`config.mk`:
```
export PLATFORM = sky130hd
export DESIGN_NAME = set_assoc_cache_hit_miss_top
export DESIGN_NICKNAME = d
export VERILOG_FILES = /design/src/rtl/core/sac_pkg.sv /design/src/rtl/core/sac_cfg_regs.sv /design/src/rtl/core/sac_set_ram.sv /design/src/rtl/core/sac_lookup.sv /design/src/rtl/core/set_assoc_cache_hit_miss_top.sv
export SDC_FILE = /design/constraint.sdc
export NUM_CORES = 2
export LEC_CHECK = 0
export ABC_AREA = 1
export BUFFER_PORTS_ARGS = -buffer_cell sky130_fd_sc_hd__buf_2
export CAP_MARGIN = 25
export CORE_MARGIN = 4
export CORE_UTILIZATION = 57
export DETAILED_ROUTE_END_ITERATION = 10
export PLACE_DENSITY = 0.76
export RECOVER_POWER = 100
export SLEW_MARGIN = 20
export SYNTH_ARGS = -nofsm -noshare
export SYNTH_HDL_FRONTEND = slang
export SYNTH_SLANG_ARGS = --single-unit
```
`constraint.sdc`:
```
create_clock -name i_clk -period 9.6 [get_ports i_clk]
set_input_delay 1.44 -clock i_clk [delete_from_list [all_inputs] [get_ports i_clk]]
set_output_delay 1.44 -clock i_clk [all_outputs]
set_load 0.02 [all_outputs]
```
`src/rtl/core/sac_pkg.sv`:
```
// Shared types and constants for the set-associative cache hit/miss block.
// No dependencies; used by every module under rtl/core.
package sac_pkg;

    localparam int ADDR_W       = 16;
    localparam int MAX_SET_BITS = 4;
    localparam int MAX_WAY_BITS = 3;
    localparam int SET_W        = MAX_SET_BITS;
    localparam int WAY_W        = MAX_WAY_BITS;
    localparam int NUM_SETS     = 1 << MAX_SET_BITS;
    localparam int NUM_WAYS     = 1 << MAX_WAY_BITS;
    localparam int TAG_W        = 16;
    localparam int RANK_W       = 3;
    localparam int CNT_W        = 32;
    localparam int CFG_IDX_W    = 3;
    localparam int CFG_DATA_W   = 5;

    localparam logic [RANK_W-1:0] RANK_MAX = '1;

    typedef enum logic [CFG_IDX_W-1:0] {
        CFG_ADDR_BITS   = 3'd0,
        CFG_SET_BITS    = 3'd1,
        CFG_WAY_BITS    = 3'd2,
        CFG_OFFSET_BITS = 3'd3,
        CFG_POLICY      = 3'd4
    } t_cfg_idx;

    typedef enum logic {
        POL_LRU  = 1'b0,
        POL_FIFO = 1'b1
    } t_policy;

    typedef enum logic {
        ST_IDLE   = 1'b0,
        ST_LOOKUP = 1'b1
    } t_state;

    // effective (clamped) configuration
    typedef struct packed {
        logic [4:0] addr_bits;
        logic [2:0] set_bits;
        logic [1:0] way_bits;
        logic [3:0] offset_bits;
        t_policy    policy;
    } t_cfg;

    typedef struct packed {
        logic [NUM_WAYS-1:0][TAG_W-1:0]  tags;
        logic [NUM_WAYS-1:0][RANK_W-1:0] ranks;
    } t_row;

    typedef struct packed {
        logic                hit;
        logic [WAY_W-1:0]    way;
        logic [NUM_WAYS-1:0] valid;
        t_row                row;
    } t_upd;

endpackage

```
`src/rtl/core/sac_cfg_regs.sv`:
```
// Configuration registers of the cache block, with clamping of out-of-range values.
// Depends on sac_pkg.
module sac_cfg_regs (
    input  logic                           i_clk,
    input  logic                           i_rst_n,
    input  logic                           i_cfg_we,
    input  logic [sac_pkg::CFG_IDX_W-1:0]  i_cfg_index,
    input  logic [sac_pkg::CFG_DATA_W-1:0] i_cfg_data,
    output sac_pkg::t_cfg                  o_cfg
);

    logic [4:0]       r_addr_bits;
    logic [2:0]       r_set_bits;
    logic [1:0]       r_way_bits;
    logic [3:0]       r_offset_bits;
    sac_pkg::t_policy r_policy;

    always_ff @(posedge i_clk) begin
        if (!i_rst_n) begin
            r_addr_bits   <= 5'd16;
            r_set_bits    <= 3'd2;
            r_way_bits    <= 2'd1;
            r_offset_bits <= 4'd4;
            r_policy      <= sac_pkg::POL_LRU;
        end else if (i_cfg_we) begin
            case (sac_pkg::t_cfg_idx'(i_cfg_index))
                sac_pkg::CFG_ADDR_BITS:   r_addr_bits   <= i_cfg_data[4:0];
                sac_pkg::CFG_SET_BITS:    r_set_bits    <= i_cfg_data[2:0];
                sac_pkg::CFG_WAY_BITS:    r_way_bits    <= i_cfg_data[1:0];
                sac_pkg::CFG_OFFSET_BITS: r_offset_bits <= i_cfg_data[3:0];
                sac_pkg::CFG_POLICY:      r_policy      <= sac_pkg::t_policy'(i_cfg_data[0]);
                default: ;
            endcase
        end
    end

    always_comb begin
        o_cfg.addr_bits   = (r_addr_bits > 5'(sac_pkg::ADDR_W)) ?
                            5'(sac_pkg::ADDR_W) : r_addr_bits;
        o_cfg.set_bits    = (r_set_bits > 3'(sac_pkg::MAX_SET_BITS)) ?
                            3'(sac_pkg::MAX_SET_BITS) : r_set_bits;
        o_cfg.way_bits    = r_way_bits;
        o_cfg.offset_bits = r_offset_bits;
        o_cfg.policy      = r_policy;
    end

endmodule

```
`src/rtl/core/sac_set_ram.sv`:
```
// Set memory: one row per set holding the tags and order ranks of all ways.
// Synchronous, one write and one read port, registered read. Depends on sac_pkg.
module sac_set_ram (
    input  logic                       i_clk,
    input  logic                       i_rd_en,
    input  logic [sac_pkg::SET_W-1:0]  i_rd_addr,
    input  logic                       i_wr_en,
    input  logic [sac_pkg::SET_W-1:0]  i_wr_addr,
    input  sac_pkg::t_row              i_wr_data,
    output sac_pkg::t_row              o_rd_data
);

    sac_pkg::t_row mem [sac_pkg::NUM_SETS];
    sac_pkg::t_row r_rd_data;

    always_ff @(posedge i_clk) begin
        if (i_wr_en) begin
            mem[i_wr_addr] <= i_wr_data;
        end
        if (i_rd_en) begin
            r_rd_data <= mem[i_rd_addr];
        end
    end

    assign o_rd_data = r_rd_data;

endmodule

```
`src/rtl/core/sac_lookup.sv`:
```
// Tag compare, way selection (hit, empty fill, victim) and rank update for one set row.
// Combinational; depends on sac_pkg.
module sac_lookup (
    input  sac_pkg::t_row                 i_row,
    input  logic [sac_pkg::NUM_WAYS-1:0]  i_valid,
    input  logic [sac_pkg::TAG_W-1:0]     i_tag,
    input  sac_pkg::t_cfg                 i_cfg,
    output sac_pkg::t_upd                 o_upd
);

    localparam int WAY_W  = sac_pkg::WAY_W;
    localparam int RANK_W = sac_pkg::RANK_W;

    logic [sac_pkg::NUM_WAYS-1:0] act_vec;
    logic [sac_pkg::NUM_WAYS-1:0] hit_vec;
    logic [sac_pkg::NUM_WAYS-1:0] empty_vec;
    logic [WAY_W-1:0]             hit_way;
    logic [WAY_W-1:0]             empty_way;
    logic [WAY_W-1:0]             best_way;
    logic [RANK_W-1:0]            best_rank;
    logic [WAY_W-1:0]             used;
    logic [RANK_W:0]              old_rank;
    logic                         touch;
    logic                         hit;
    logic                         empty;
    logic [WAY_W:0]               num_ways;

    always_comb begin
        num_ways = (WAY_W+1)'(1) << i_cfg.way_bits;
        for (int w = 0; w < sac_pkg::NUM_WAYS; w++) begin
            act_vec[w]   = (WAY_W+1)'(w) < num_ways;
            hit_vec[w]   = act_vec[w] && i_valid[w] && (i_row.tags[w] == i_tag);
            empty_vec[w] = act_vec[w] && !i_valid[w];
        end

        hit_way   = '0;
        empty_way = '0;
        for (int w = sac_pkg::NUM_WAYS - 1; w >= 0; w--) begin
            if (hit_vec[w]) begin
                hit_way = WAY_W'(w);
            end
            if (empty_vec[w]) begin
                empty_way = WAY_W'(w);
            end
        end

        // oldest way, lowest index on a tie
        best_way  = '0;
        best_rank = i_row.ranks[0];
        for (int w = 1; w < sac_pkg::NUM_WAYS; w++) begin
            if (act_vec[w] && (i_row.ranks[w] > best_rank)) begin
                best_way  = WAY_W'(w);
                best_rank = i_row.ranks[w];
            end
        end

        hit   = |hit_vec;
        empty = |empty_vec;

        if (hit) begin
            used     = hit_way;
            old_rank = {1'b0, i_row.ranks[hit_way]};
            touch    = (i_cfg.policy == sac_pkg::POL_LRU);
        end else if (empty) begin
            used     = empty_way;
            old_rank = (RANK_W+1)'(sac_pkg::NUM_WAYS);
            touch    = 1'b1;
        end else begin
            used     = best_way;
            old_rank = {1'b0, best_rank};
            touch    = 1'b1;
        end

        o_upd.hit   = hit;
        o_upd.way   = used;
        o_upd.valid = i_valid;
        o_upd.row   = i_row;
        if (!hit) begin
            o_upd.valid[used]    = 1'b1;
            o_upd.row.tags[used] = i_tag;
        end
        if (touch) begin
            for (int k = 0; k < sac_pkg::NUM_WAYS; k++) begin
                if (act_vec[k] && (WAY_W'(k) != used) && i_valid[k] &&
                    ({1'b0, i_row.ranks[k]} < old_rank) &&
                    (i_row.ranks[k] < sac_pkg::RANK_MAX)) begin
                    o_upd.row.ranks[k] = i_row.ranks[k] + RANK_W'(1);
                end
            end
            o_upd.row.ranks[used] = '0;
        end
    end

endmodule

```
`src/rtl/core/set_assoc_cache_hit_miss_top.sv`:
```
// Set-associative cache hit/miss tracker, LRU or FIFO replacement.
// Top level; depends on sac_pkg, sac_cfg_regs, sac_set_ram, sac_lookup.
//
// One address is taken at a clock edge where start is high and busy is low. Taking
// it reads the set's row (tags and ranks) from the set memory into a register; the
// lookup state then compares, picks the way and writes the row back; that
// read-modify-write of one memory row sets the rate, and busy interlocks the next
// read behind the write, so no new address is taken before the last one is done.
// The result is registered on the o_ ports together with the write and marked by
// o_result_valid, high for exactly one cycle; the receiver cannot stall it, so it must take every beat.
// o_hit_count and o_miss_count hold the saturating totals including that access.
// Valid bits live in flip-flops and clear at reset; there is no clearing pass.
module set_assoc_cache_hit_miss_top (
    input  logic                           i_clk,
    input  logic                           i_rst_n,
    input  logic                           i_cfg_we,
    input  logic [sac_pkg::CFG_IDX_W-1:0]  i_cfg_index,
    input  logic [sac_pkg::CFG_DATA_W-1:0] i_cfg_data,
    input  logic                           start,
    output logic                           busy,
    input  logic [sac_pkg::ADDR_W-1:0]     i_address,
    output logic                           o_result_valid,
    output logic                           o_hit,
    output logic [sac_pkg::SET_W-1:0]      o_set_index,
    output logic [sac_pkg::TAG_W-1:0]      o_tag_value,
    output logic [sac_pkg::WAY_W-1:0]      o_way_used,
    output logic [sac_pkg::CNT_W-1:0]      o_hit_count,
    output logic [sac_pkg::CNT_W-1:0]      o_miss_count
);

    localparam int ADDR_W = sac_pkg::ADDR_W;
    localparam int SET_W  = sac_pkg::SET_W;
    localparam int TAG_W  = sac_pkg::TAG_W;
    localparam int WAY_W  = sac_pkg::WAY_W;
    localparam int CNT_W  = sac_pkg::CNT_W;

    sac_pkg::t_cfg   cfg;
    sac_pkg::t_state r_state;
    sac_pkg::t_state n_state;
    sac_pkg::t_row   rd_row;
    sac_pkg::t_upd   upd;

    logic                   accept;
    logic                   do_update;
    logic [ADDR_W:0]        addr_mask;
    logic [ADDR_W-1:0]      addr_cut;
    logic [ADDR_W-1:0]      addr_shift;
    logic [SET_W:0]         set_mask;
    logic [4:0]             tag_shift;
    logic [SET_W-1:0]       in_set;
    logic [TAG_W-1:0]       in_tag;

    logic [SET_W-1:0]       r_set;
    logic [TAG_W-1:0]       r_tag;
    logic [sac_pkg::NUM_SETS-1:0][sac_pkg::NUM_WAYS-1:0] r_valid;
    logic [CNT_W-1:0]       r_hits;
    logic [CNT_W-1:0]       r_misses;
    logic [CNT_W-1:0]       n_hits;
    logic [CNT_W-1:0]       n_misses;
    logic                   r_out_valid;
    logic                   r_out_hit;
    logic [SET_W-1:0]       r_out_set;
    logic [TAG_W-1:0]       r_out_tag;
    logic [WAY_W-1:0]       r_out_way;

    sac_cfg_regs u_cfg (
        .i_clk       (i_clk),
        .i_rst_n     (i_rst_n),
        .i_cfg_we    (i_cfg_we),
        .i_cfg_index (i_cfg_index),
        .i_cfg_data  (i_cfg_data),
        .o_cfg       (cfg)
    );

    // address split
    always_comb begin
        addr_mask  = ((ADDR_W+1)'(1) << cfg.addr_bits) - (ADDR_W+1)'(1);
        addr_cut   = i_address & addr_mask[ADDR_W-1:0];
        addr_shift = addr_cut >> cfg.offset_bits;
        set_mask   = ((SET_W+1)'(1) << cfg.set_bits) - (SET_W+1)'(1);
        in_set     = addr_shift[SET_W-1:0] & set_mask[SET_W-1:0];
        tag_shift  = {1'b0, cfg.offset_bits} + {2'b0, cfg.set_bits};
        in_tag     = TAG_W'(addr_cut >> tag_shift);
    end

    always_ff @(posedge i_clk) begin
        if (!i_rst_n) begin
            r_state <= sac_pkg::ST_IDLE;
        end else begin
            r_state <= n_state;
        end
    end

    always_comb begin
        n_state   = r_state;
        accept    = 1'b0;
        do_update = 1'b0;
        busy      = 1'b0;
        case (r_state)
            sac_pkg::ST_IDLE: begin
                accept = start;
                if (start) begin
                    n_state = sac_pkg::ST_LOOKUP;
                end
            end
            sac_pkg::ST_LOOKUP: begin
                busy      = 1'b1;
                do_update = 1'b1;
                n_state   = sac_pkg::ST_IDLE;
            end
            default: n_state = sac_pkg::ST_IDLE;
        endcase
    end

    sac_set_ram u_ram (
        .i_clk     (i_clk),
        .i_rd_en   (accept),
        .i_rd_addr (in_set),
        .i_wr_en   (do_update),
        .i_wr_addr (r_set),
        .i_wr_data (upd.row),
        .o_rd_data (rd_row)
    );

    sac_lookup u_lookup (
        .i_row   (rd_row),
        .i_valid (r_valid[r_set]),
        .i_tag   (r_tag),
        .i_cfg   (cfg),
        .o_upd   (upd)
    );

    assign n_hits   = (upd.hit && (r_hits != '1)) ? r_hits + CNT_W'(1) : r_hits;
    assign n_misses = (!upd.hit && (r_misses != '1)) ? r_misses + CNT_W'(1) : r_misses;

    always_ff @(posedge i_clk) begin
        if (!i_rst_n) begin
            r_valid     <= '0;
            r_hits      <= '0;
            r_misses    <= '0;
            r_out_valid <= 1'b0;
        end else begin
            r_out_valid <= do_update;
            if (do_update) begin
                r_valid[r_set] <= upd.valid;
                r_hits         <= n_hits;
                r_misses       <= n_misses;
            end
        end
    end

    always_ff @(posedge i_clk) begin
        if (accept) begin
            r_set <= in_set;
            r_tag <= in_tag;
        end
        if (do_update) begin
            r_out_hit <= upd.hit;
            r_out_set <= r_set;
            r_out_tag <= r_tag;
            r_out_way <= upd.way;
        end
    end

    assign o_result_valid = r_out_valid;
    assign o_hit          = r_out_hit;
    assign o_set_index    = r_out_set;
    assign o_tag_value    = r_out_tag;
    assign o_way_used     = r_out_way;
    assign o_hit_count    = r_hits;
    assign o_miss_count   = r_misses;

endmodule

```
Word level (Yosys, flattened, before mapping)
Memory sizes are Yosys's and may differ from the RTL's. A register that Yosys moved wholly into a read port is not among the register bits.
Index checks and enable logic that the tools add are counted.

cells by class
  add/sub/neg operators = 13
  magnitude comparators = 38
  eq/ne operators = 21
  shift operators = 5
  mux-type cells = 75
  bitwise gates (word level) = 7
  reductions and logical operators = 87

operators with widths
  cell                                                                 count
  128-bit bitwise mux                                                  2
  3-bit 2-to-1 mux                                                     48
  136-bit 2-to-1 mux                                                   1
  16-bit equality test                                                 8
  1-bit logical AND                                                    67
  32-bit by 1-bit adder with 32-bit output, second input constant      2
  32-bit inequality test, second input constant                        2
  16-bit demux with 3-bit select                                       1
  8-bit binary-select mux with 4-bit select                            1
  8-bit demux with 4-bit select                                        1
  3-bit by 4-bit < comparator with 1-bit output                        8
  3-bit by 1-bit adder with 3-bit output, second input constant        8
  24-bit AND                                                           1
  3-bit < comparator, second input constant                            8
  24-bit 2-to-1 mux                                                    1
  24-bit NOT                                                           1
  3-bit > comparator                                                   7
  16-bit AND                                                           1
  3-bit by 4-bit < comparator with 1-bit output, first input constant  4
  16-bit 2-to-1 mux                                                    1
  8-bit 2-to-1 mux                                                     2
  8-bit OR reduction                                                   2
  1-bit by 5-bit << shifter with 16-bit output, first input constant   1
  16-bit by 4-bit >> shifter with 4-bit output                         1
  35 further kinds                                                     67

word-level totals
  register bits = 253
  bits in writable memories = 2432
  logic and storage cells = 278
  memories kept = 1

memories
  name       depth  bits a word  rd ports  clocked after memory_dff  write ports  line               RTL
  u_ram.mem  16     152          1         1                         1            sac_set_ram.sv:13  sac_pkg::t_row mem [sac_pkg::NUM_SETS];

Logic depth before layout (Yosys ltp)
  depth in word-level cells = 33
  depth in mapped cells = 68
  depth with buffers taken out = 67

Hierarchy
From an unflattened synthesis, not the netlist that was laid out.

second synthesis, totals
  cells, all modules = 12431
  area, all modules = 125466.6 sq um

modules (own cells, without submodules)
  module                        times used  cells each  area an instance (sq um)
  sac_set_ram                   1           9219        105452.4
  set_assoc_cache_hit_miss_top  1           1697        12097.9
  sac_lookup                    1           1400        7181.9
  sac_cfg_regs                  1           115         734.5

Least setup slack after synthesis
OpenSTA, ideal clock, no wires.

  path type = reg2reg
  from = reg r_state
  to = reg r_valid[18] (netlist name)
  arrival time = 9.341 ns
  required time = 9.484 ns
  slack = 0.144 ns
  cell stages (with the launch flop) = 10
  path buffers = 2
  cell sequence = dfxtp_1 buf_2 inv_1 nor2_1 inv_1 nor2_1 inv_1 clkbuf_1 o21ai_0 inv_1

on the way
  cells in the longest elaborated chain, start to end = 1

RTL lines
  element                         line                                 RTL
  start: declaration              set_assoc_cache_hit_miss_top.sv:38   sac_pkg::t_state r_state;
  start signal: assignment        set_assoc_cache_hit_miss_top.sv:88   r_state <= sac_pkg::ST_IDLE;
  start signal: assignment        set_assoc_cache_hit_miss_top.sv:90   r_state <= n_state;
  1-bit 2-to-1 mux                set_assoc_cache_hit_miss_top.sv:99   case (r_state)
  end signal: indexed assignment  set_assoc_cache_hit_miss_top.sv:145  r_valid[r_set] <= upd.valid;
  end: declaration                set_assoc_cache_hit_miss_top.sv:55   logic [sac_pkg::NUM_SETS-1:0][sac_pkg::NUM_WAYS-1:0] r_valid;

No other way between the ends.
A chain may end at the register's enable or synchronous reset.

Worst setup path after layout
  from = reg r_set[1]
  to = mem u_ram.mem[2][146] (netlist name) (enable)

RTL lines
  element                   line                                 RTL
  start: declaration        set_assoc_cache_hit_miss_top.sv:53   logic [SET_W-1:0] r_set;
  start signal: assignment  set_assoc_cache_hit_miss_top.sv:154  r_set <= in_set;
  end: declaration          sac_set_ram.sv:13

No word-level cell before the write port.

==> impl_metrics.json <==
{
  "dr.pass1.iters": 6,
  "synth_area_leader_cell": "edfxtp_1",
  "clockRootBuffer": "clkbuf_16",
  "grt_pass1_wl_um": 479000,
  "die_area_um2": 211000,
  "timing.final.ws_setup_ps": 157,
  "die_h_um": 459,
  "violations": "capacitance limit, slew limit",
  "syn_to_final_growth_pct": 11.5,
  "use_met3": 0.0595,
  "die_w_um": 459,
  "ys_ff_latch": 2837,
  "totalWireLength_um": 325000,
  "p_per_area_nw_per_um2": 223,
  "end_kind": "flip-flop",
  "drive_gt1_frac": 0.0894,
  "grt-busiest-layer": "met2",
  "gp_congestion": 0.928,
  "antenna_found_initial": 8,
  "grt_max_degree": 220,
  "finalPower_mw": 28.8,
  "coreArea_um2": 202000,
  "wire_per_inst_um": 25.8,
  "cts_sinks": 2837,
  "grtUsageTotal": 0.299,
  "worst-path-max-fanout": 84,
  "cts_buffers": 289,
  "hold_viol_final": 0,
  "holdWs_ps": 474,
  "route.detailed.drc": 0,
  "hold_buffers": 0,
  "hpwlAfterDp_um": 163000,
  "fin_skew_ps": 72.5,
  "clock_latency_ps": 950,
  "ys_types": 61,
  "dp_slack_ps": -273,
  "worst_pin_slew_ps": 6760,
  "cts_tree": "done",
  "rows": 165,
  "grt_overflow": 0,
  "seq_area_frac_synth": 0.717,
  "met2_usage": 0.468,
  "relSlewSlack": -3.50,
  "portBuffers": 117,
  "drtAntennaViolNets": 0,
  "final_cell_mix": "edfxtp_1 (2628), o21ai_0 (1812), nor2_1 (1604)",
  "netlist_area_um2": 116000,
  "syn_inst": 9549,
  "peakVddDrop_mv": 0.156,
  "via_count": 81300,
  "cts_max_level": 5,
  "synth_top_cell_area_share": 0.681,
  "final_common_cell": "edfxtp_1",
  "grt_pass1_vias": 77900,
  "met1_usage": 0.411,
  "drv_slew": 3259,
  "run_status": "finished with violations",
  "placed_area_um2": 121000,
  "viasPerCell": 6.46,
  "fillCellCount": 14300,
  "synth_fp_nets": 9613,
  "initial_core_util": 0.573,
  "cap_violations": 65,
  "ios": 118,
  "drt_iter0_drc": 11300,
  "synth.avg_cell_area_um2": 12.1,
  "design_area_um2": 129000,
  "yosys_warnings": 0,
  "required_ps": 10100,
  "start_kind": "flip-flop",
  "leakage_nw": 43.0,
  "crit_type": "reg2reg",
  "fmax_mhz": 106,
  "path_clk_slew_ps": 60,
  "crit_arrival_ps": 9940,
  "cts_buffer_depth": 4,
  "yosys-top-cells-area": "edfxtp_1 (68%), o21ai_0 (7.9%), nor2_1 (5.2%)",
  "hold_class": "reg2reg",
  "finalCritPeriodShare": 0.984,
  "nets": 9773,
  "setup_viol": 0,
  "layout_min_cycle_time_ps": 9440
}
## area by class of cell
cell class / count / area, um^2 / area share
flip-flops and latches: 2837 / 83100 / 0.643
multi-input cells: 5653 / 28800 / 0.223
clock buffers: 364 / 7640 / 0.0591
repair buffers: 501 / 3550 / 0.0275
well taps: 2672 / 3340 / 0.0259
inverters: 427 / 1630 / 0.0126
clock inverters: 123 / 1180 / 0.00913
diodes: 3 / 7.51 / 0.0000581
## timing repair
item,in CTS,in global routing
resized for setup,4,67
setup buffers,0,3
endpoints found under the setup margin,181,2559
cloned,0,3
pin swaps,0,18
## state kept, by name (all words and copies together), names as in the netlist
name	cells
o_hit	1
o_hit_count	32
o_miss_count	32
o_result_valid	1
o_set_index	4
o_tag_value	16
o_way_used	3
r_set	4
r_state	1
r_tag	16
r_valid	128
u_cfg.r_addr_bits	5
u_cfg.r_offset_bits	4
u_cfg.r_policy	1
u_cfg.r_set_bits	3
u_cfg.r_way_bits	2
u_ram.mem	2432
u_ram.o_rd_data	152
## cells in the mapped netlist, drive strengths merged
cell	count
a2111oi	3
a211oi	3
a21boi	8
a21o	1
a21oi	171
a22oi	32
a31o	2
a31oi	5
and2	2
and3	1
buf	91
clkbuf	541
clkinv	6
dfxtp	209
edfxtp	2628
fa	1
ha	35
inv	421
mux2i	3
nand2	589
nand2b	1
nand3	145
nand3b	9
nand4	44
nor2	1629
nor3	59
nor3b	1
nor4	24
o211ai	129
o21a	12
o21ai	1873
o21bai	21
o221ai	202
o22ai	494
o2bb2ai	1
o311ai	3
o31ai	4
or2	31
xnor2	86
xor2	29
## report_power, final
group          switching (mW)  total, mW  internal (mW)
sequential              0.175       14.3           14.1
clock                    4.52       10.7           6.21
combinational            2.64       3.77           1.13
total                    7.34       28.8           21.4
## per-stage QoR
step | std cells | setup TNS (ps) | utilization
after floorplan | 9549 | 0 | -
final | 12600 | 0 | 0.640
after CTS | 12600 | 0 | 0.641
after global routing | 12600 | -1070 | 0.640
after detailed placement | 12100 | -8600 | 0.598
after global placement | 12100 | -6660 | 0.598
## cells by family after synthesis
group	synth area share
xor+xnor	0.00869
mux	0.000259
compound gates	0.145
buf+inv	0.0358
flops	0.717
fa+ha+maj	0.00395
simple gates	0.0890
## per-layer routing
layer | wire (um) | vias to the layer above
met5 | 28 | -
met4 | 14900 | 4
met3 | 41400 | 927
met2 | 149000 | 5504
met1 | 119000 | 39400
li1 | - | 35400
## worst paths after layout
| path | startpoint | endpoint | slack, ps | cells past startpoint |
|---|---|---|---|---|
| setup / recovery | r_set[1] | u_ram.mem[2][146] | 160 | 6 |
| hold / removal | r_tag[10] | o_tag_value[10] | 470 | 0 |
| setup reg to reg | r_set[1] | u_ram.mem[2][146] | 160 | 6 |
| hold reg to reg | r_tag[10] | o_tag_value[10] | 470 | 0 |
## critical path, cell delays in order, from the launching register on
cell and delay [ps]:
edfxtp_1 700, nand2_1 870, nor2_1 290, inv_1 180
nor2_4 120, dlymetal6s4s_1 4800, clkbuf_2 1880
No activity file was read; power rests on OpenSTA's default activity.
